$ cat src/rtl/scfd_pkg.sv
// Shared constants and types for the sum-checked frame deframer.
// No dependencies; imported by the store, the parser, the emitter and the top level.
package scfd_pkg;

    localparam logic [7:0] HDR0           = 8'hAA;
    localparam logic [7:0] HDR1           = 8'h55;
    localparam int         BYTES_PER_WORD = 4;
    localparam int         IDX_OUT_W      = 4;
    localparam int         WORD_W         = 32;
    localparam int         FNUM_W         = 16;

    // Handoff from the parser to the emitter when a frame passes its checksum.
    typedef struct packed {
        logic              start;
        logic [FNUM_W-1:0] frame_number;
    } t_frame_done;

endpackage

$ cat src/rtl/scfd_store.sv
// Payload store: one 32-bit word per channel, written one byte lane at a time.
// Registered read port. No reset; every entry is written before use.
module scfd_store #(
    parameter int DEPTH  = 6,
    parameter int ADDR_W = 3
) (
    input  logic                             i_clk,
    input  logic                             i_wr_en,
    input  logic [ADDR_W-1:0]                i_wr_addr,
    input  logic [1:0]                       i_wr_lane,
    input  logic [7:0]                       i_wr_data,
    input  logic                             i_rd_en,
    input  logic [ADDR_W-1:0]                i_rd_addr,
    output logic [scfd_pkg::WORD_W-1:0]      o_rd_data
);
    import scfd_pkg::*;

    logic [WORD_W-1:0] mem [DEPTH];
    logic [WORD_W-1:0] r_rd_data;

    always_ff @(posedge i_clk) begin
        if (i_wr_en) begin
            mem[i_wr_addr][{i_wr_lane, 3'b000} +: 8] <= i_wr_data;
        end
    end

    always_ff @(posedge i_clk) begin
        if (i_rd_en) begin
            r_rd_data <= mem[i_rd_addr];
        end
    end

    assign o_rd_data = r_rd_data;

endmodule

$ cat src/rtl/scfd_parser.sv
// Header hunt, frame number capture, payload write and checksum compare.
// Uses scfd_pkg; drives the payload store and signals the emitter.
module scfd_parser #(
    parameter int CHANNELS = 6,
    parameter int IDX_W    = 3
) (
    input  logic                  i_clk,
    input  logic                  i_rst_n,
    input  logic                  i_valid,
    input  logic [7:0]            i_data_byte,
    input  logic                  i_busy,
    output logic                  o_ready,
    output logic                  o_wr_en,
    output logic [IDX_W-1:0]      o_wr_addr,
    output logic [1:0]            o_wr_lane,
    output logic [7:0]            o_wr_data,
    output scfd_pkg::t_frame_done o_done
);
    import scfd_pkg::*;

    typedef enum logic [2:0] {
        S_HUNT0, S_HUNT1, S_LEN_HI, S_LEN_LO, S_NUM_HI, S_NUM_LO, S_DATA, S_SUM
    } t_phase;

    t_phase            r_phase, n_phase;
    logic [IDX_W-1:0]  r_word;
    logic [1:0]        r_lane;
    logic [7:0]        r_sum;
    logic [FNUM_W-1:0] r_fnum;
    logic              r_start;
    logic              take;
    logic              last_byte;

    assign o_ready   = !i_busy;
    assign take      = i_valid && !i_busy;
    assign last_byte = (r_word == IDX_W'(CHANNELS - 1)) && (r_lane == 2'd3);

    always_comb begin
        n_phase = r_phase;
        unique case (r_phase)
            S_HUNT0:  if (i_data_byte == HDR0) n_phase = S_HUNT1;
            S_HUNT1: begin
                if (i_data_byte == HDR1)      n_phase = S_LEN_HI;
                else if (i_data_byte == HDR0) n_phase = S_HUNT1;
                else                          n_phase = S_HUNT0;
            end
            S_LEN_HI: n_phase = S_LEN_LO;
            S_LEN_LO: n_phase = S_NUM_HI;
            S_NUM_HI: n_phase = S_NUM_LO;
            S_NUM_LO: n_phase = S_DATA;
            S_DATA:   if (last_byte) n_phase = S_SUM;
            S_SUM:    n_phase = S_HUNT0;
            default:  n_phase = S_HUNT0;
        endcase
    end

    always_ff @(posedge i_clk) begin
        if (!i_rst_n) begin
            r_phase <= S_HUNT0;
            r_word  <= '0;
            r_lane  <= '0;
            r_sum   <= '0;
            r_fnum  <= '0;
            r_start <= 1'b0;
        end else begin
            r_start <= 1'b0;
            if (take) begin
                r_phase <= n_phase;
                unique case (r_phase)
                    S_NUM_HI: r_fnum[15:8] <= i_data_byte;
                    S_NUM_LO: begin
                        r_fnum[7:0] <= i_data_byte;
                        r_word      <= '0;
                        r_lane      <= '0;
                        r_sum       <= '0;
                    end
                    S_DATA: begin
                        r_sum  <= r_sum + i_data_byte;
                        r_lane <= r_lane + 2'd1;
                        if (r_lane == 2'd3) r_word <= r_word + IDX_W'(1);
                    end
                    S_SUM: begin
                        r_start <= (i_data_byte == r_sum);
                        r_word  <= '0;
                        r_lane  <= '0;
                        r_sum   <= '0;
                    end
                    default: ;
                endcase
            end
        end
    end

    assign o_wr_en   = take && (r_phase == S_DATA);
    assign o_wr_addr = r_word;
    assign o_wr_lane = r_lane;
    assign o_wr_data = i_data_byte;

    // start is registered: the store write of the last data byte has long settled
    assign o_done.start        = r_start;
    assign o_done.frame_number = r_fnum;

endmodule

$ cat src/rtl/scfd_emitter.sv
// Reads one channel word per request from the payload store and presents it
// on the output register. Uses scfd_pkg; driven by the parser's frame handoff.
module scfd_emitter #(
    parameter int CHANNELS = 6,
    parameter int IDX_W    = 3
) (
    input  logic                                i_clk,
    input  logic                                i_rst_n,
    input  scfd_pkg::t_frame_done               i_done,
    output logic                                o_busy,
    output logic                                o_rd_en,
    output logic [IDX_W-1:0]                    o_rd_addr,
    input  logic [scfd_pkg::WORD_W-1:0]         i_rd_data,
    output logic                                o_valid,
    input  logic                                i_ready,
    output logic [scfd_pkg::IDX_OUT_W-1:0]      o_channel_index,
    output logic [scfd_pkg::WORD_W-1:0]         o_channel_word,
    output logic [scfd_pkg::FNUM_W-1:0]         o_frame_number,
    output logic                                o_last
);
    import scfd_pkg::*;

    typedef enum logic [1:0] {S_IDLE, S_READ, S_LOAD, S_HOLD} t_state;

    t_state            r_state;
    logic [IDX_W-1:0]  r_idx;
    logic              r_valid;
    logic [WORD_W-1:0] r_word;
    logic [FNUM_W-1:0] r_fnum;
    logic              is_last;
    logic              advance;

    assign is_last = (r_idx == IDX_W'(CHANNELS - 1));
    assign advance = (r_state == S_HOLD) && i_ready && !is_last;

    // busy covers the cycle the handoff arrives so no new byte is taken then
    assign o_busy    = (r_state != S_IDLE) || i_done.start;
    assign o_rd_en   = (r_state == S_READ) || advance;
    assign o_rd_addr = (r_state == S_READ) ? r_idx : r_idx + IDX_W'(1);

    always_ff @(posedge i_clk) begin
        if (!i_rst_n) begin
            r_state <= S_IDLE;
            r_idx   <= '0;
            r_valid <= 1'b0;
        end else begin
            unique case (r_state)
                S_IDLE: begin
                    if (i_done.start) begin
                        r_fnum  <= i_done.frame_number;
                        r_idx   <= '0;
                        r_state <= S_READ;
                    end
                end
                S_READ: r_state <= S_LOAD;
                S_LOAD: begin
                    r_word  <= i_rd_data;
                    r_valid <= 1'b1;
                    r_state <= S_HOLD;
                end
                S_HOLD: begin
                    if (i_ready) begin
                        r_valid <= 1'b0;
                        if (is_last) begin
                            r_state <= S_IDLE;
                        end else begin
                            r_idx   <= r_idx + IDX_W'(1);
                            r_state <= S_LOAD;
                        end
                    end
                end
                default: r_state <= S_IDLE;
            endcase
        end
    end

    assign o_valid         = r_valid;
    assign o_channel_index = IDX_OUT_W'(r_idx);
    assign o_channel_word  = r_word;
    assign o_frame_number  = r_fnum;
    assign o_last          = is_last;

    a_start_when_idle: assert property (@(posedge i_clk) disable iff (!i_rst_n)
        i_done.start |-> (r_state == S_IDLE))
        else $error("frame handoff while emitter busy");

    a_valid_only_hold: assert property (@(posedge i_clk) disable iff (!i_rst_n)
        r_valid |-> (r_state == S_HOLD))
        else $error("output valid outside hold state");

    a_last_ends_frame: assert property (@(posedge i_clk) disable iff (!i_rst_n)
        (r_state == S_HOLD && i_ready && is_last) |=> (r_state == S_IDLE) && !r_valid)
        else $error("emitter did not return to idle after last channel");

    a_idx_in_range: assert property (@(posedge i_clk) disable iff (!i_rst_n)
        (r_state != S_IDLE) |-> (r_idx <= IDX_W'(CHANNELS - 1)))
        else $error("channel index past last channel");

endmodule

$ cat src/rtl/sum_checked_frame_deframer_core.sv
// Top level of the sum-checked frame deframer.
// Uses scfd_pkg, scfd_store, scfd_parser and scfd_emitter.
//
// Input channel (i_valid / o_ready / i_data_byte): one stream byte per request.
// The parser hunts for 0xAA 0x55, skips two length bytes, captures a two-byte
// frame number (high byte first), writes CHANNELS*4 data bytes into the
// payload store and keeps their 8-bit sum. While a frame is being parsed, a
// byte is taken every cycle that i_valid is high; a frame is 7 + 4*CHANNELS
// bytes long.
// Output channel (o_valid / i_ready / result fields): when the checksum byte
// matches, CHANNELS requests follow, channel 0 first, o_last on the final one.
// The match is registered, then the emitter reads and loads the first word;
// each later word costs one store read and a load before it is shown.
// A failed checksum drops the frame with no result and does not hold off input.
// While results are pending o_ready is low; the input resumes the cycle after
// the last result is taken. A stalled receiver simply holds the current result
// in the output register, which freezes the emitter and the input side.
// Reset (i_rst_n low, synchronous) returns to header hunting and drops any
// pending results; the payload store is not cleared, as every entry is
// rewritten before it is read.
module sum_checked_frame_deframer_core #(
    parameter int CHANNELS = 6
) (
    input  logic                                i_clk,
    input  logic                                i_rst_n,
    input  logic                                i_valid,
    output logic                                o_ready,
    input  logic [7:0]                          i_data_byte,
    output logic                                o_valid,
    input  logic                                i_ready,
    output logic [scfd_pkg::IDX_OUT_W-1:0]      o_channel_index,
    output logic [scfd_pkg::WORD_W-1:0]         o_channel_word,
    output logic [scfd_pkg::FNUM_W-1:0]         o_frame_number,
    output logic                                o_last
);
    import scfd_pkg::*;

    localparam int IDX_W = (CHANNELS > 1) ? $clog2(CHANNELS) : 1;

    t_frame_done       done;
    logic              busy;
    logic              wr_en;
    logic [IDX_W-1:0]  wr_addr;
    logic [1:0]        wr_lane;
    logic [7:0]        wr_data;
    logic              rd_en;
    logic [IDX_W-1:0]  rd_addr;
    logic [WORD_W-1:0] rd_data;

    scfd_parser #(
        .CHANNELS (CHANNELS),
        .IDX_W    (IDX_W)
    ) u_parser (
        .i_clk       (i_clk),
        .i_rst_n     (i_rst_n),
        .i_valid     (i_valid),
        .i_data_byte (i_data_byte),
        .i_busy      (busy),
        .o_ready     (o_ready),
        .o_wr_en     (wr_en),
        .o_wr_addr   (wr_addr),
        .o_wr_lane   (wr_lane),
        .o_wr_data   (wr_data),
        .o_done      (done)
    );

    scfd_store #(
        .DEPTH  (CHANNELS),
        .ADDR_W (IDX_W)
    ) u_store (
        .i_clk     (i_clk),
        .i_wr_en   (wr_en),
        .i_wr_addr (wr_addr),
        .i_wr_lane (wr_lane),
        .i_wr_data (wr_data),
        .i_rd_en   (rd_en),
        .i_rd_addr (rd_addr),
        .o_rd_data (rd_data)
    );

    scfd_emitter #(
        .CHANNELS (CHANNELS),
        .IDX_W    (IDX_W)
    ) u_emitter (
        .i_clk           (i_clk),
        .i_rst_n         (i_rst_n),
        .i_done          (done),
        .o_busy          (busy),
        .o_rd_en         (rd_en),
        .o_rd_addr       (rd_addr),
        .i_rd_data       (rd_data),
        .o_valid         (o_valid),
        .i_ready         (i_ready),
        .o_channel_index (o_channel_index),
        .o_channel_word  (o_channel_word),
        .o_frame_number  (o_frame_number),
        .o_last          (o_last)
    );

endmodule
$ cat config.mk
export PLATFORM = sky130hd
export DESIGN_NAME = sum_checked_frame_deframer_core
export DESIGN_NICKNAME = d
export VERILOG_FILES = /design/src/rtl/scfd_pkg.sv /design/src/rtl/scfd_store.sv /design/src/rtl/scfd_parser.sv /design/src/rtl/scfd_emitter.sv /design/src/rtl/sum_checked_frame_deframer_core.sv
export SDC_FILE = /design/constraint.sdc
export NUM_CORES = 1
export LEC_CHECK = 0
export BUFFER_PORTS_ARGS = -buffer_cell sky130_fd_sc_hd__buf_2
export CAP_MARGIN = 20
export CELL_PAD_IN_SITES_DETAIL_PLACEMENT = 2
export CELL_PAD_IN_SITES_GLOBAL_PLACEMENT = 2
export CORE_UTILIZATION = 36
export CTS_BUF_LIST = sky130_fd_sc_hd__clkbuf_4
export DETAILED_ROUTE_END_ITERATION = 12
export GPL_TIMING_DRIVEN = 0
export PLACE_DENSITY = 0.7
export SYNTH_ARGS = -nofsm -noshare
export SYNTH_HDL_FRONTEND = slang
export SYNTH_HIERARCHICAL = 1
export SYNTH_SLANG_ARGS = --single-unit
$ cat constraint.sdc
create_clock -name i_clk -period 4.9 [get_ports i_clk]
set_input_delay 0.245 -clock i_clk [delete_from_list [all_inputs] [get_ports i_clk]]
set_output_delay 0.245 -clock i_clk [all_outputs]
set_load 0.01 [all_outputs]
==> key figures, run 1 <==
Synth
  • Post-synth net total: 740
  • Post-Synthesis Cell Area: 12400 um2
  • Top cell type's share of synthesized area: 0.659
  • Most common flop cell mapped by yosys: edfxtp_1
  • Post-synthesis cell type count: 63
  • Synth top area cells: edfxtp_1, dfxtp_1, mux4_2, mux2_2, and2_1
  • Cell count after synthesis: 710
  • EDFF count, synth: 272
  • Synth Register Bits: 311
  • Cell taking the most area after synthesis: edfxtp_1
  • Mapped Avg Cell Area: between 15 and 20 um2
  • Ys async rst share: 0
  • Warnings from Yosys: 6
  • Post-synthesis sequential area ratio: 0.722

Place
  • Post-Place Setup Slack: 1.09 ns
  • Port bufs: between 60 and 70
  • Post-DP HPWL: 19.3 mm
  • Final RePlAce weighted congestion: 0.737

Power
  • Power share of the sequential group: 0.523
  • Maximum vdd drop: between 150 and 200 uV
  • Sw Share: 0.211
  • Pwr/cell area: 371 nW/um2
  • Net Sw Power: about 1.1 mW
  • Leakage: 4.70 nW
  • Pwr Total: 5.43 mW
  • Share of total power in combinational logic: 0.012
  • Internal power: ~4.3 mW
  • Clock share of power: 0.464

CTS
  • Root buffer cell: clkbuf_4
  • Postcts setup bufs: 0
  • Clk pin slew, worst setup/hold paths: about 0.060 ns
  • CTS Buffer Depth: 3
  • CTS Sinks: 311
  • Clock Latency Late Sink: 0.74 ns
  • CTS tree: yes
  • CTS Buf Count: 85
  • H-tree depth: 3

Timing
  • Fmax: between 200 and 300 MHz
  • RSZ-0062 raised after global routing: no
  • Fin crit share: 0.774
  • Final min period: around 3.8 ns
  • Final Worst Setup Slack: between 1 and 1.5 ns
  • Max-slew violations: 0
  • Worst-Margin Slew: 1.04 ns
  • Setup Skew: roughly 0.066 ns
  • Rel. slew slack: 0.306
  • Final Hold Fails: 0
  • Final setup fails: 0

Global route
  • Gr usage total: 0.176
  • Largest net degree at the start of global routing: 33
  • First-pass GRT wire length: ~46 mm
  • Number of global-route vias before repair: roughly 7600
  • Grt ovf: 0
  • Initial antenna violation count: 1

Setup path
  • CP arrival: 4.11 ns
  • Crit-path max cell delay: 0.81 ns
  • Crit path capture type: flip-flop
  • Critical setup path kind: reg -> reg
  • Worst-path fanout max: 9
  • WP buf/inv: 1
  • CP Launch Type: flip-flop
  • Slowest CP cell: nor2_1
  • Delay-heaviest family, CP: simple AND/OR/NAND/NOR gates
  • Crit-path cells: or3_2 -> nand2b_1 -> nor3_4 -> clkbuf_1 -> or3b_2 -> nor2_1
  • WP data required: 5.22 ns

Die
  • Core ar.: 33700 um2
  • I/O pin cnt: 67
  • Initial Util: 0.368
  • Cell Rows: 67
  • Die width: 188 um
  • Die Ht: 188 um
  • Die ar.: 35200 um2

Route
  • Routed wire length: approximately 30 mm
  • 1st-pass router iterations: 4
  • Initial DRC Count: 380
  • ANT nets after route: 0
  • DR WL/cell: 21.8 um
  • Via count: a little under 7000
  • Vias per cell: 4.89
  • Drt drc: 0

Layout
  • Fillers: 3330
  • Reg area: around 8900 um2
  • Layout area overhead: 18.0%
  • Post-layout util: 0.434
  • Most frequent cells in the layout: edfxtp_1, clkbuf_4, buf_2, nor2_1, mux2_2
  • Fraction of layout instances using a drive strength above 1: 0.356
  • Multi-input logic area: ~3200 um2
  • Count of nets after finishing: 905
  • Commonest non-fill, non-tap cell in the layout: edfxtp_1

Flow run
  • Max-cap violation count: 0

Worst hold path
  • Worst hold path type: in -> reg

Run status
  • Status: completed
[worst paths after layout]
check	slack, ns	cells past startpoint	startpoint	to
min reg2reg	0.40	0	u_parser/r_fnum[11]$_SDFFE_PN0P_	u_emitter/o_frame_number[11]$_DFFE_PP_
max	1.11	6	u_emitter/r_state[1]$_SDFFE_PN0P_	u_store/mem[0][28]$_DFFE_PP_
min	0.14	4	i_valid	u_parser/r_start$_SDFF_PN0_
max reg2reg	1.11	6	u_emitter/r_state[1]$_SDFFE_PN0P_	u_store/mem[0][28]$_DFFE_PP_
[logic make-up after synthesis]
logic type      synth area share
xor+xnor                 0.00636
compound gates            0.0230
fa+ha+maj                 0.0188
simple gates              0.0781
buf+inv                   0.0216
other cells             0.000302
flops                      0.722
mux                        0.130
[worst register-to-register path: stages, from the launching register on]
cell and delay, ns:
dfxtp_1 0.42, or3_2 0.54, nand2b_1 0.29, nor3_4 0.43, clkbuf_1 0.37, or3b_2 0.55
nor2_1 0.81
[metal layers]
metal / vias up / GRT usage / share of wire
met5: - / 0 / 0
met4: 0 / 0.0569 / 0.017
met3: 40 / 0.0459 / 0.042
met2: 151 / 0.301 / 0.51
met1: 3519 / 0.217 / 0.43
li1: 3098 / - / -
[flip-flops by register name, summed over array words and instances (netlist names), 3 cells and up]
name,flops
u_emitter/o_channel_word,32
u_parser/o_wr_addr,3
u_emitter/o_frame_number,16
u_store/o_rd_data,32
u_parser/r_phase,3
u_parser/r_sum,8
u_parser/r_fnum,16
u_store/mem,192
u_emitter/r_idx,3
[per-stage QoR]
| step | hold WS, ns | cells | setup TNS, ns | instance area, um2 |
|---|---|---|---|---|
| after floorplan | 0.389 | 710 | 0 | 12400 |
| final | 0.137 | 1391 | 0 | 14600 |
| after detailed placement | 0.405 | 1226 | 0 | 13300 |
| after global routing | 0.125 | 1391 | 0 | 14600 |
| after CTS | 0.0744 | 1390 | 0 | 14600 |
| after global placement | 0.401 | 1223 | -19.33 | 13300 |
[repair_timing]
action / in CTS / in global routing
hold buffers: 10 / 0
hold endpoints to repair: 23 / 0
resized for setup: 0 / 0
[area by class of cell]
type | instances | share of cell area
clock buffer | 130 | 0.0667
tap | 448 | 0.0383
timing repair buffer | 78 | 0.0315
antenna | 1 | 0.000171
clock inverter | 24 | 0.0139
inverter | 8 | 0.00205
buffer | 35 | 0.0163
sequential | 311 | 0.612
multi-input combinational | 356 | 0.219
[cell usage after synthesis, types with 13 or more instances]
library cell	number
and2_1	34
ha_1	17
edfxtp_1	272
mux2_2	48
mux2_1	16
dfxtp_1	39
mux2i_1	17
nor2_1	49
nand3_1	13
buf_4	13
mux4_2	32
nand2_1	20
a21oi_1	18
[power by group through the flow]
stage	sequential [mW]	combinational, mW	clock (mW)
finish	2.84	0.0674	2.52
detailed placement	2.90	0.0624	0
global route	2.84	0.0728	2.76
CTS	2.84	0.0687	2.62
floorplan	2.90	0.0289	0
global placement	2.90	0.0607	0
No activity file was read; power rests on OpenSTA's default activity.
==> run 2: changes to the inputs <==
==> constraint.sdc (replaced) <==
create_clock -name i_clk -period 3.5 [get_ports i_clk]
set_input_delay 0.175 -clock i_clk [delete_from_list [all_inputs] [get_ports i_clk]]
set_output_delay 0.175 -clock i_clk [all_outputs]
set_load 0.01 [all_outputs]
==> key figures, run 2 (synthesized netlist as in run 1, its figures left out) <==
Global route
  • Gr usage total: 0.175 (was 0.176)
  • Number of global-route vias before repair: 7630 (was 7627)
  • Initial antenna violation count: 2 (was 1)
  • Grt ovf: 0 (unchanged)
  • First-pass GRT wire length: 46.1 mm (was 46.2 mm)
  • Largest net degree at the start of global routing: 33 (unchanged)

Timing
  • Fin crit share: 1.00 (was 0.774)
  • Max-slew violations: 0 (unchanged)
  • Rel. slew slack: 0.352 (was 0.306)
  • RSZ-0062 raised after global routing: yes (was no)
  • Final Hold Fails: 0 (unchanged)
  • Setup Skew: 0.0477 ns (was 0.0660 ns)
  • Final min period: 3.51 ns (was 3.79 ns)
  • Final setup fails: 2 (was 0)
  • Worst-Margin Slew: 0.965 ns (was 1.04 ns)
  • Final Worst Setup Slack: -0.0136 ns (was 1.11 ns)
  • Fmax: 285 MHz (was 264 MHz)

Die
  • I/O pin cnt: 67 (unchanged)
  • Die width: 188 um (unchanged)
  • Die Ht: 188 um (unchanged)
  • Die ar.: 35200 um2 (unchanged)
  • Cell Rows: 67 (unchanged)
  • Initial Util: 0.368 (unchanged)
  • Core ar.: 33700 um2 (unchanged)

Power
  • Power share of the sequential group: 0.538 (was 0.523)
  • Maximum vdd drop: 211 uV (was 151 uV)
  • Share of total power in combinational logic: 0.013 (was 0.012)
  • Internal power: 5.79 mW (was 4.28 mW)
  • Pwr/cell area: 505 nW/um2 (was 371 nW/um2)
  • Clock share of power: 0.449 (was 0.464)
  • Leakage: 4.67 nW (was 4.70 nW)
  • Pwr Total: 7.39 mW (was 5.43 mW)
  • Net Sw Power: 1.60 mW (was 1.15 mW)
  • Sw Share: 0.216 (was 0.211)

CTS
  • CTS Buf Count: 83 (was 85)
  • CTS tree: yes (unchanged)
  • Clock Latency Late Sink: 0.73 ns (was 0.74 ns)
  • H-tree depth: 3 (unchanged)
  • Postcts setup bufs: 0 (unchanged)
  • Clk pin slew, worst setup/hold paths: 0.06 ns (about the same)
  • CTS Buffer Depth: 3 (unchanged)
  • CTS Sinks: 311 (unchanged)
  • Root buffer cell: clkbuf_4 (unchanged)

Layout
  • Fraction of layout instances using a drive strength above 1: 0.378 (was 0.356)
  • Layout area overhead: 18.1% (was 18.0%)
  • Most frequent cells in the layout: edfxtp_1, clkbuf_4, buf_2, mux2_2, dfxtp_1 (was edfxtp_1, clkbuf_4, buf_2, nor2_1, mux2_2)
  • Count of nets after finishing: 904 (was 905)
  • Largest register by flop count: u_store/mem (unchanged)
  • Max reg flops: 192 (unchanged)
  • Post-layout util: 0.434 (about the same)
  • Commonest non-fill, non-tap cell in the layout: edfxtp_1 (unchanged)

Route
  • Drt drc: 0 (unchanged)
  • Vias per cell: 4.94 (was 4.89)
  • DR WL/cell: 21.6 um (was 21.8 um)
  • Initial DRC Count: 319 (was 380)
  • Routed wire length: 30.0 mm (was 30.3 mm)
  • ANT nets after route: 0 (unchanged)
  • 1st-pass router iterations: 4 (unchanged)
  • Via count: 6865 (was 6808)

Place
  • Final RePlAce weighted congestion: 0.742 (was 0.737)
  • Post-DP HPWL: 19.3 mm (about the same)
  • Port bufs: 65 (unchanged)

Setup path
  • CP Launch Type: flip-flop (unchanged)
  • Crit path capture type: flip-flop (unchanged)
  • Worst-path fanout max: 9 (unchanged)
  • Critical setup path kind: reg -> reg (unchanged)
  • CP arrival: 3.84 ns (was 4.11 ns)
  • WP data required: 3.83 ns (was 5.22 ns)

Run status
  • Failing checks: negative setup slack
  • Status: finished with violations (was completed)

Worst hold path
  • Worst hold path type: in -> reg (unchanged)

Flow run
  • Max-cap violation count: 0 (unchanged)
[run 2: worst paths after layout]
| kind | startpoint | endpoint | slack, ns | depth (start not counted) |
|---|---|---|---|---|
| setup / recovery | u_emitter/r_state[1]$_SDFFE_PN0P_ | u_store/mem[2][9]$_DFFE_PP_ | -0.01 | 6 |
| hold reg to reg | u_store/o_rd_data[31]$_DFFE_PP_ | u_emitter/o_channel_word[31]$_DFFE_PP_ | 0.38 | 0 |
| setup reg to reg | u_emitter/r_state[1]$_SDFFE_PN0P_ | u_store/mem[2][9]$_DFFE_PP_ | -0.01 | 6 |
| hold / removal | i_valid | u_parser/r_start$_SDFF_PN0_ | 0.09 | 4 |
[run 2: critical path, cell delays in order (launching register included)]
cell      delay [ns]
dfxtp_1         0.42
or3_2           0.56
nand2b_1        0.30
nor3_4          0.44
clkbuf_1        0.35
or3b_2          0.57
nor2_2          0.50
[run 2: through the flow]
step | cell area (um2) | hold slack [ns] | cells | setup TNS (ns) | worst slack (ns)
4_1_cts | 14600 | 0.0351 | 1387 | -3.83 | -0.235
6_report | 14600 | 0.0943 | 1389 | -0.0179 | -0.0136
5_1_grt | 14600 | 0.0853 | 1388 | -3.59 | -0.170
2_1_floorplan | 12400 | 0.319 | 710 | 0 | 0.669
3_5_place_dp | 13300 | 0.405 | 1226 | -7.89 | -0.276
3_3_place_gp | 13300 | 0.401 | 1223 | -25.62 | -0.571
[run 2: what timing repair did]
action,CTS,global route
setup endpoints to repair,43,132
resized for setup,4,18
endpoints found under the hold margin,32,0
hold buffers,11,0
[run 2: area by class of cell]
| class | instances | area (um2) |
|---|---|---|
| Fill cell | 3300 | 19100 |
| Multi-Input combinational cell | 356 | 3280 |
| Buffer | 35 | 238 |
| Sequential cell | 311 | 8950 |
| Clock buffer | 131 | 983 |
| Tap cell | 448 | 561 |
| Inverter | 8 | 30.0 |
| Timing Repair Buffer | 79 | 470 |
| Clock inverter | 19 | 124 |
| Antenna cell | 2 | 5.00 |
[run 2: power groups by stage]
stage               clock (mW)  combinational [mW]  sequential [mW]
floorplan                    0              0.0405             4.06
global placement             0              0.0850             4.06
CTS                       3.48              0.0961             3.98
global route              3.62               0.102             3.98
finish                    3.32              0.0947             3.98
detailed placement           0              0.0874             4.06
[run 2: metal layers]
layer | global-route usage | up-vias | routed length [um]
met5 | 0 | - | 0
met4 | 0.0647 | 0 | 685
met3 | 0.0444 | 60 | 1460
met2 | 0.303 | 175 | 15400
met1 | 0.210 | 3513 | 12500
li1 | - | 3117 | -
==> run 3: changes to the inputs <==
--- a/config.mk
+++ b/config.mk
@@ -9,12 +9,13 @@
 export CAP_MARGIN = 20
 export CELL_PAD_IN_SITES_DETAIL_PLACEMENT = 2
 export CELL_PAD_IN_SITES_GLOBAL_PLACEMENT = 2
-export CORE_UTILIZATION = 36
+export CORE_UTILIZATION = 45
 export CTS_BUF_LIST = sky130_fd_sc_hd__clkbuf_4
 export DETAILED_ROUTE_END_ITERATION = 12
 export GPL_TIMING_DRIVEN = 0
-export PLACE_DENSITY = 0.7
+export PLACE_DENSITY = 0.83
 export SYNTH_ARGS = -nofsm -noshare
 export SYNTH_HDL_FRONTEND = slang
 export SYNTH_HIERARCHICAL = 1
 export SYNTH_SLANG_ARGS = --single-unit
+export TNS_END_PERCENT = 1
==> key figures, run 3 (synthesized netlist as in run 1, its figures left out) <==
CTS
  • CTS tree: yes (unchanged)
  • Root buffer cell: clkbuf_4 (unchanged)
  • Clock Latency Late Sink: 0.72 ns (was 0.73 ns)
  • H-tree depth: 3 (unchanged)
  • CTS Sinks: 311 (unchanged)
  • CTS Buffer Depth: 3 (unchanged)
  • Clk pin slew, worst setup/hold paths: 0.07 ns (was 0.06 ns)
  • Postcts setup bufs: 0 (unchanged)
  • CTS Buf Count: 82 (was 83)

Timing
  • Final Worst Setup Slack: -0.171 ns (was -0.0136 ns)
  • Fmax: 272 MHz (was 285 MHz)
  • Final Hold Fails: 0 (unchanged)
  • Worst-Margin Slew: 1.03 ns (was 0.965 ns)
  • Setup Skew: 0.0444 ns (was 0.0477 ns)
  • Max-slew violations: 0 (unchanged)
  • Fin crit share: 1.05 (was 1.00)
  • Rel. slew slack: 0.306 (was 0.352)
  • Final min period: 3.67 ns (was 3.51 ns)
  • RSZ-0062 raised after global routing: yes (unchanged)
  • Final setup fails: 30 (was 2)

Layout
  • Largest register by flop count: u_store/mem (unchanged)
  • Post-layout util: 0.538 (was 0.434)
  • Fin cells: 1278 (was 1389)
  • Multi-input logic area: 3320 um2 (was 3280 um2)
  • Reg area: 8950 um2 (unchanged)
  • Layout area overhead: 16.9% (was 18.1%)
  • Count of nets after finishing: 905 (was 904)
  • Fillers: 2407 (was 3300)
  • Fraction of layout instances using a drive strength above 1: 0.373 (was 0.378)
  • Commonest non-fill, non-tap cell in the layout: edfxtp_1 (unchanged)
  • Max reg flops: 192 (unchanged)
  • Most frequent cells in the layout: edfxtp_1, clkbuf_4, buf_2, mux2_2, dfxtp_1 (unchanged)

Place
  • Port bufs: 65 (unchanged)
  • Post-Place Setup Slack: -0.244 ns (was -0.276 ns)
  • Post-DP HPWL: 22.5 mm (was 19.3 mm)
  • Final RePlAce weighted congestion: 0.799 (was 0.742)
  • Placed cells: 1121 (was 1226)

Setup path
  • Worst R2R End: u_store/mem[0][9]$_DFFE_PP_ (was u_store/mem[2][9]$_DFFE_PP_)
  • CP Capture Point: u_store/mem[0][9]$_DFFE_PP_ (was u_store/mem[2][9]$_DFFE_PP_)
  • Worst Setup SP: u_emitter/r_state[1]$_SDFFE_PN0P_ (unchanged)
  • CP arrival: 4.02 ns (was 3.84 ns)
  • Worst-path fanout max: 9 (unchanged)
  • Worst r2r path cells: 6 (unchanged)
  • Critical setup path kind: reg -> reg (unchanged)
  • Crit path capture type: flip-flop (unchanged)
  • WP data required: 3.85 ns (was 3.83 ns)
  • CP Launch Type: flip-flop (unchanged)
  • Critical R2R Launch: u_emitter/r_state[1]$_SDFFE_PN0P_ (unchanged)
  • Flop2flop setup slack: -0.17 ns (was -0.01 ns)

Die
  • Core ar.: 27000 um2 (was 33700 um2)
  • Die Ht: 168 um (was 188 um)
  • Die ar.: 28200 um2 (was 35200 um2)
  • Initial Util: 0.460 (was 0.368)
  • Die width: 168 um (was 188 um)
  • Cell Rows: 60 (was 67)
  • I/O pin cnt: 67 (unchanged)

Power
  • Pwr/cell area: 512 nW/um2 (was 505 nW/um2)
  • Leakage: 4.64 nW (was 4.67 nW)
  • Maximum vdd drop: 318 uV (was 211 uV)

Flow run
  • Max-cap violation count: 0 (unchanged)

Route
  • ANT nets after route: 0 (unchanged)
  • 1st-pass router iterations: 4 (unchanged)
  • Vias per cell: 5.84 (was 4.94)
  • Via count: 7461 (was 6865)
  • DR WL/cell: 29.7 um (was 21.6 um)
  • Routed wire length: 38.0 mm (was 30.0 mm)
  • Drt drc: 0 (unchanged)
  • Initial DRC Count: 557 (was 319)

Worst hold path
  • Hold Path Depth: 4 (unchanged)
  • Hold path start: i_valid (unchanged)
  • Worst hold path type: in -> reg (unchanged)

Global route
  • Largest net degree at the start of global routing: 33 (unchanged)
  • Gr usage total: 0.275 (was 0.175)
  • Initial antenna violation count: 2 (unchanged)
  • First-pass GRT wire length: 55.4 mm (was 46.1 mm)
  • Grt ovf: 0 (unchanged)
  • Number of global-route vias before repair: 8217 (was 7630)

Run status
  • Failing checks: negative setup slack (unchanged)
  • Status: finished with violations (unchanged)
-- run 3: final cells by class --
cell class              instances  area share
flip-flops and latches        311       0.617
multi-input cells             356       0.229
clock buffers                 126      0.0653
repair buffers                 81      0.0335
well taps                     341      0.0294
plain buffers                  35      0.0164
clock inverters                18     0.00673
inverters                       8     0.00207
diodes                          2    0.000345
-- run 3: stage by stage --
| stage | instance area, um2 | power (mW) | hold slack (ns) | TNS (ns) |
|---|---|---|---|---|
| after detailed placement | 13200 | 4.15 | 0.405 | -8.18 |
| after global placement | 13100 | 4.14 | 0.400 | -13.93 |
| after global routing | 14500 | 7.66 | 0.111 | -6.37 |
| after floorplan | 12400 | 4.10 | 0.319 | 0 |
| final | 14500 | 7.41 | 0.136 | -2.79 |
| after CTS | 14400 | 7.47 | 0.0895 | -1.56 |
-- run 3: where the power goes --
group	total [mW]	internal [mW]	switching (mW)	leakage (nW)
Combinational	0.101	0.0323	0.0687	1.49
Clock	3.33	1.71	1.63	0.627
Sequential	3.98	3.98	0.0000238	2.52
Total	7.41	5.72	1.70	4.64
-- run 3: repair_timing --
item	in CTS	in global routing
resized for setup	15	17
hold buffers	11	0
endpoints found under the setup margin	101	140
endpoints found under the hold margin	22	0
-- run 3: worst min-delay path by stage --
| stage | to | slack [ns] |
|---|---|---|
| global route | u_parser/r_start$_SDFF_PN0_ | 0.11 |
| detailed placement | u_emitter/o_channel_word[16]$_DFFE_PP_ | 0.41 |
| CTS | u_parser/r_start$_SDFF_PN0_ | 0.09 |
| global placement | u_emitter/o_channel_word[15]$_DFFE_PP_ | 0.40 |
| floorplan | u_parser/r_fnum[10]$_SDFFE_PN0P_ | 0.32 |
| finish | u_parser/r_start$_SDFF_PN0_ | 0.14 |
-- run 3: per-layer routing --
metal	part of all wire	GRT usage	wire length (um)
met2	0.51	0.463	19200
met4	0.033	0.119	1270
met5	0	0	0
met3	0.055	0.0609	2070
met1	0.41	0.341	15500
-- run 3: critical path, stage by stage, from the launching register on --
cell and delay [ns]:
dfxtp_1 0.43, or3_2 0.58, nand2b_1 0.30, nor3_4 0.40, clkbuf_1 0.41, or3b_2 0.62, nor2_2 0.56
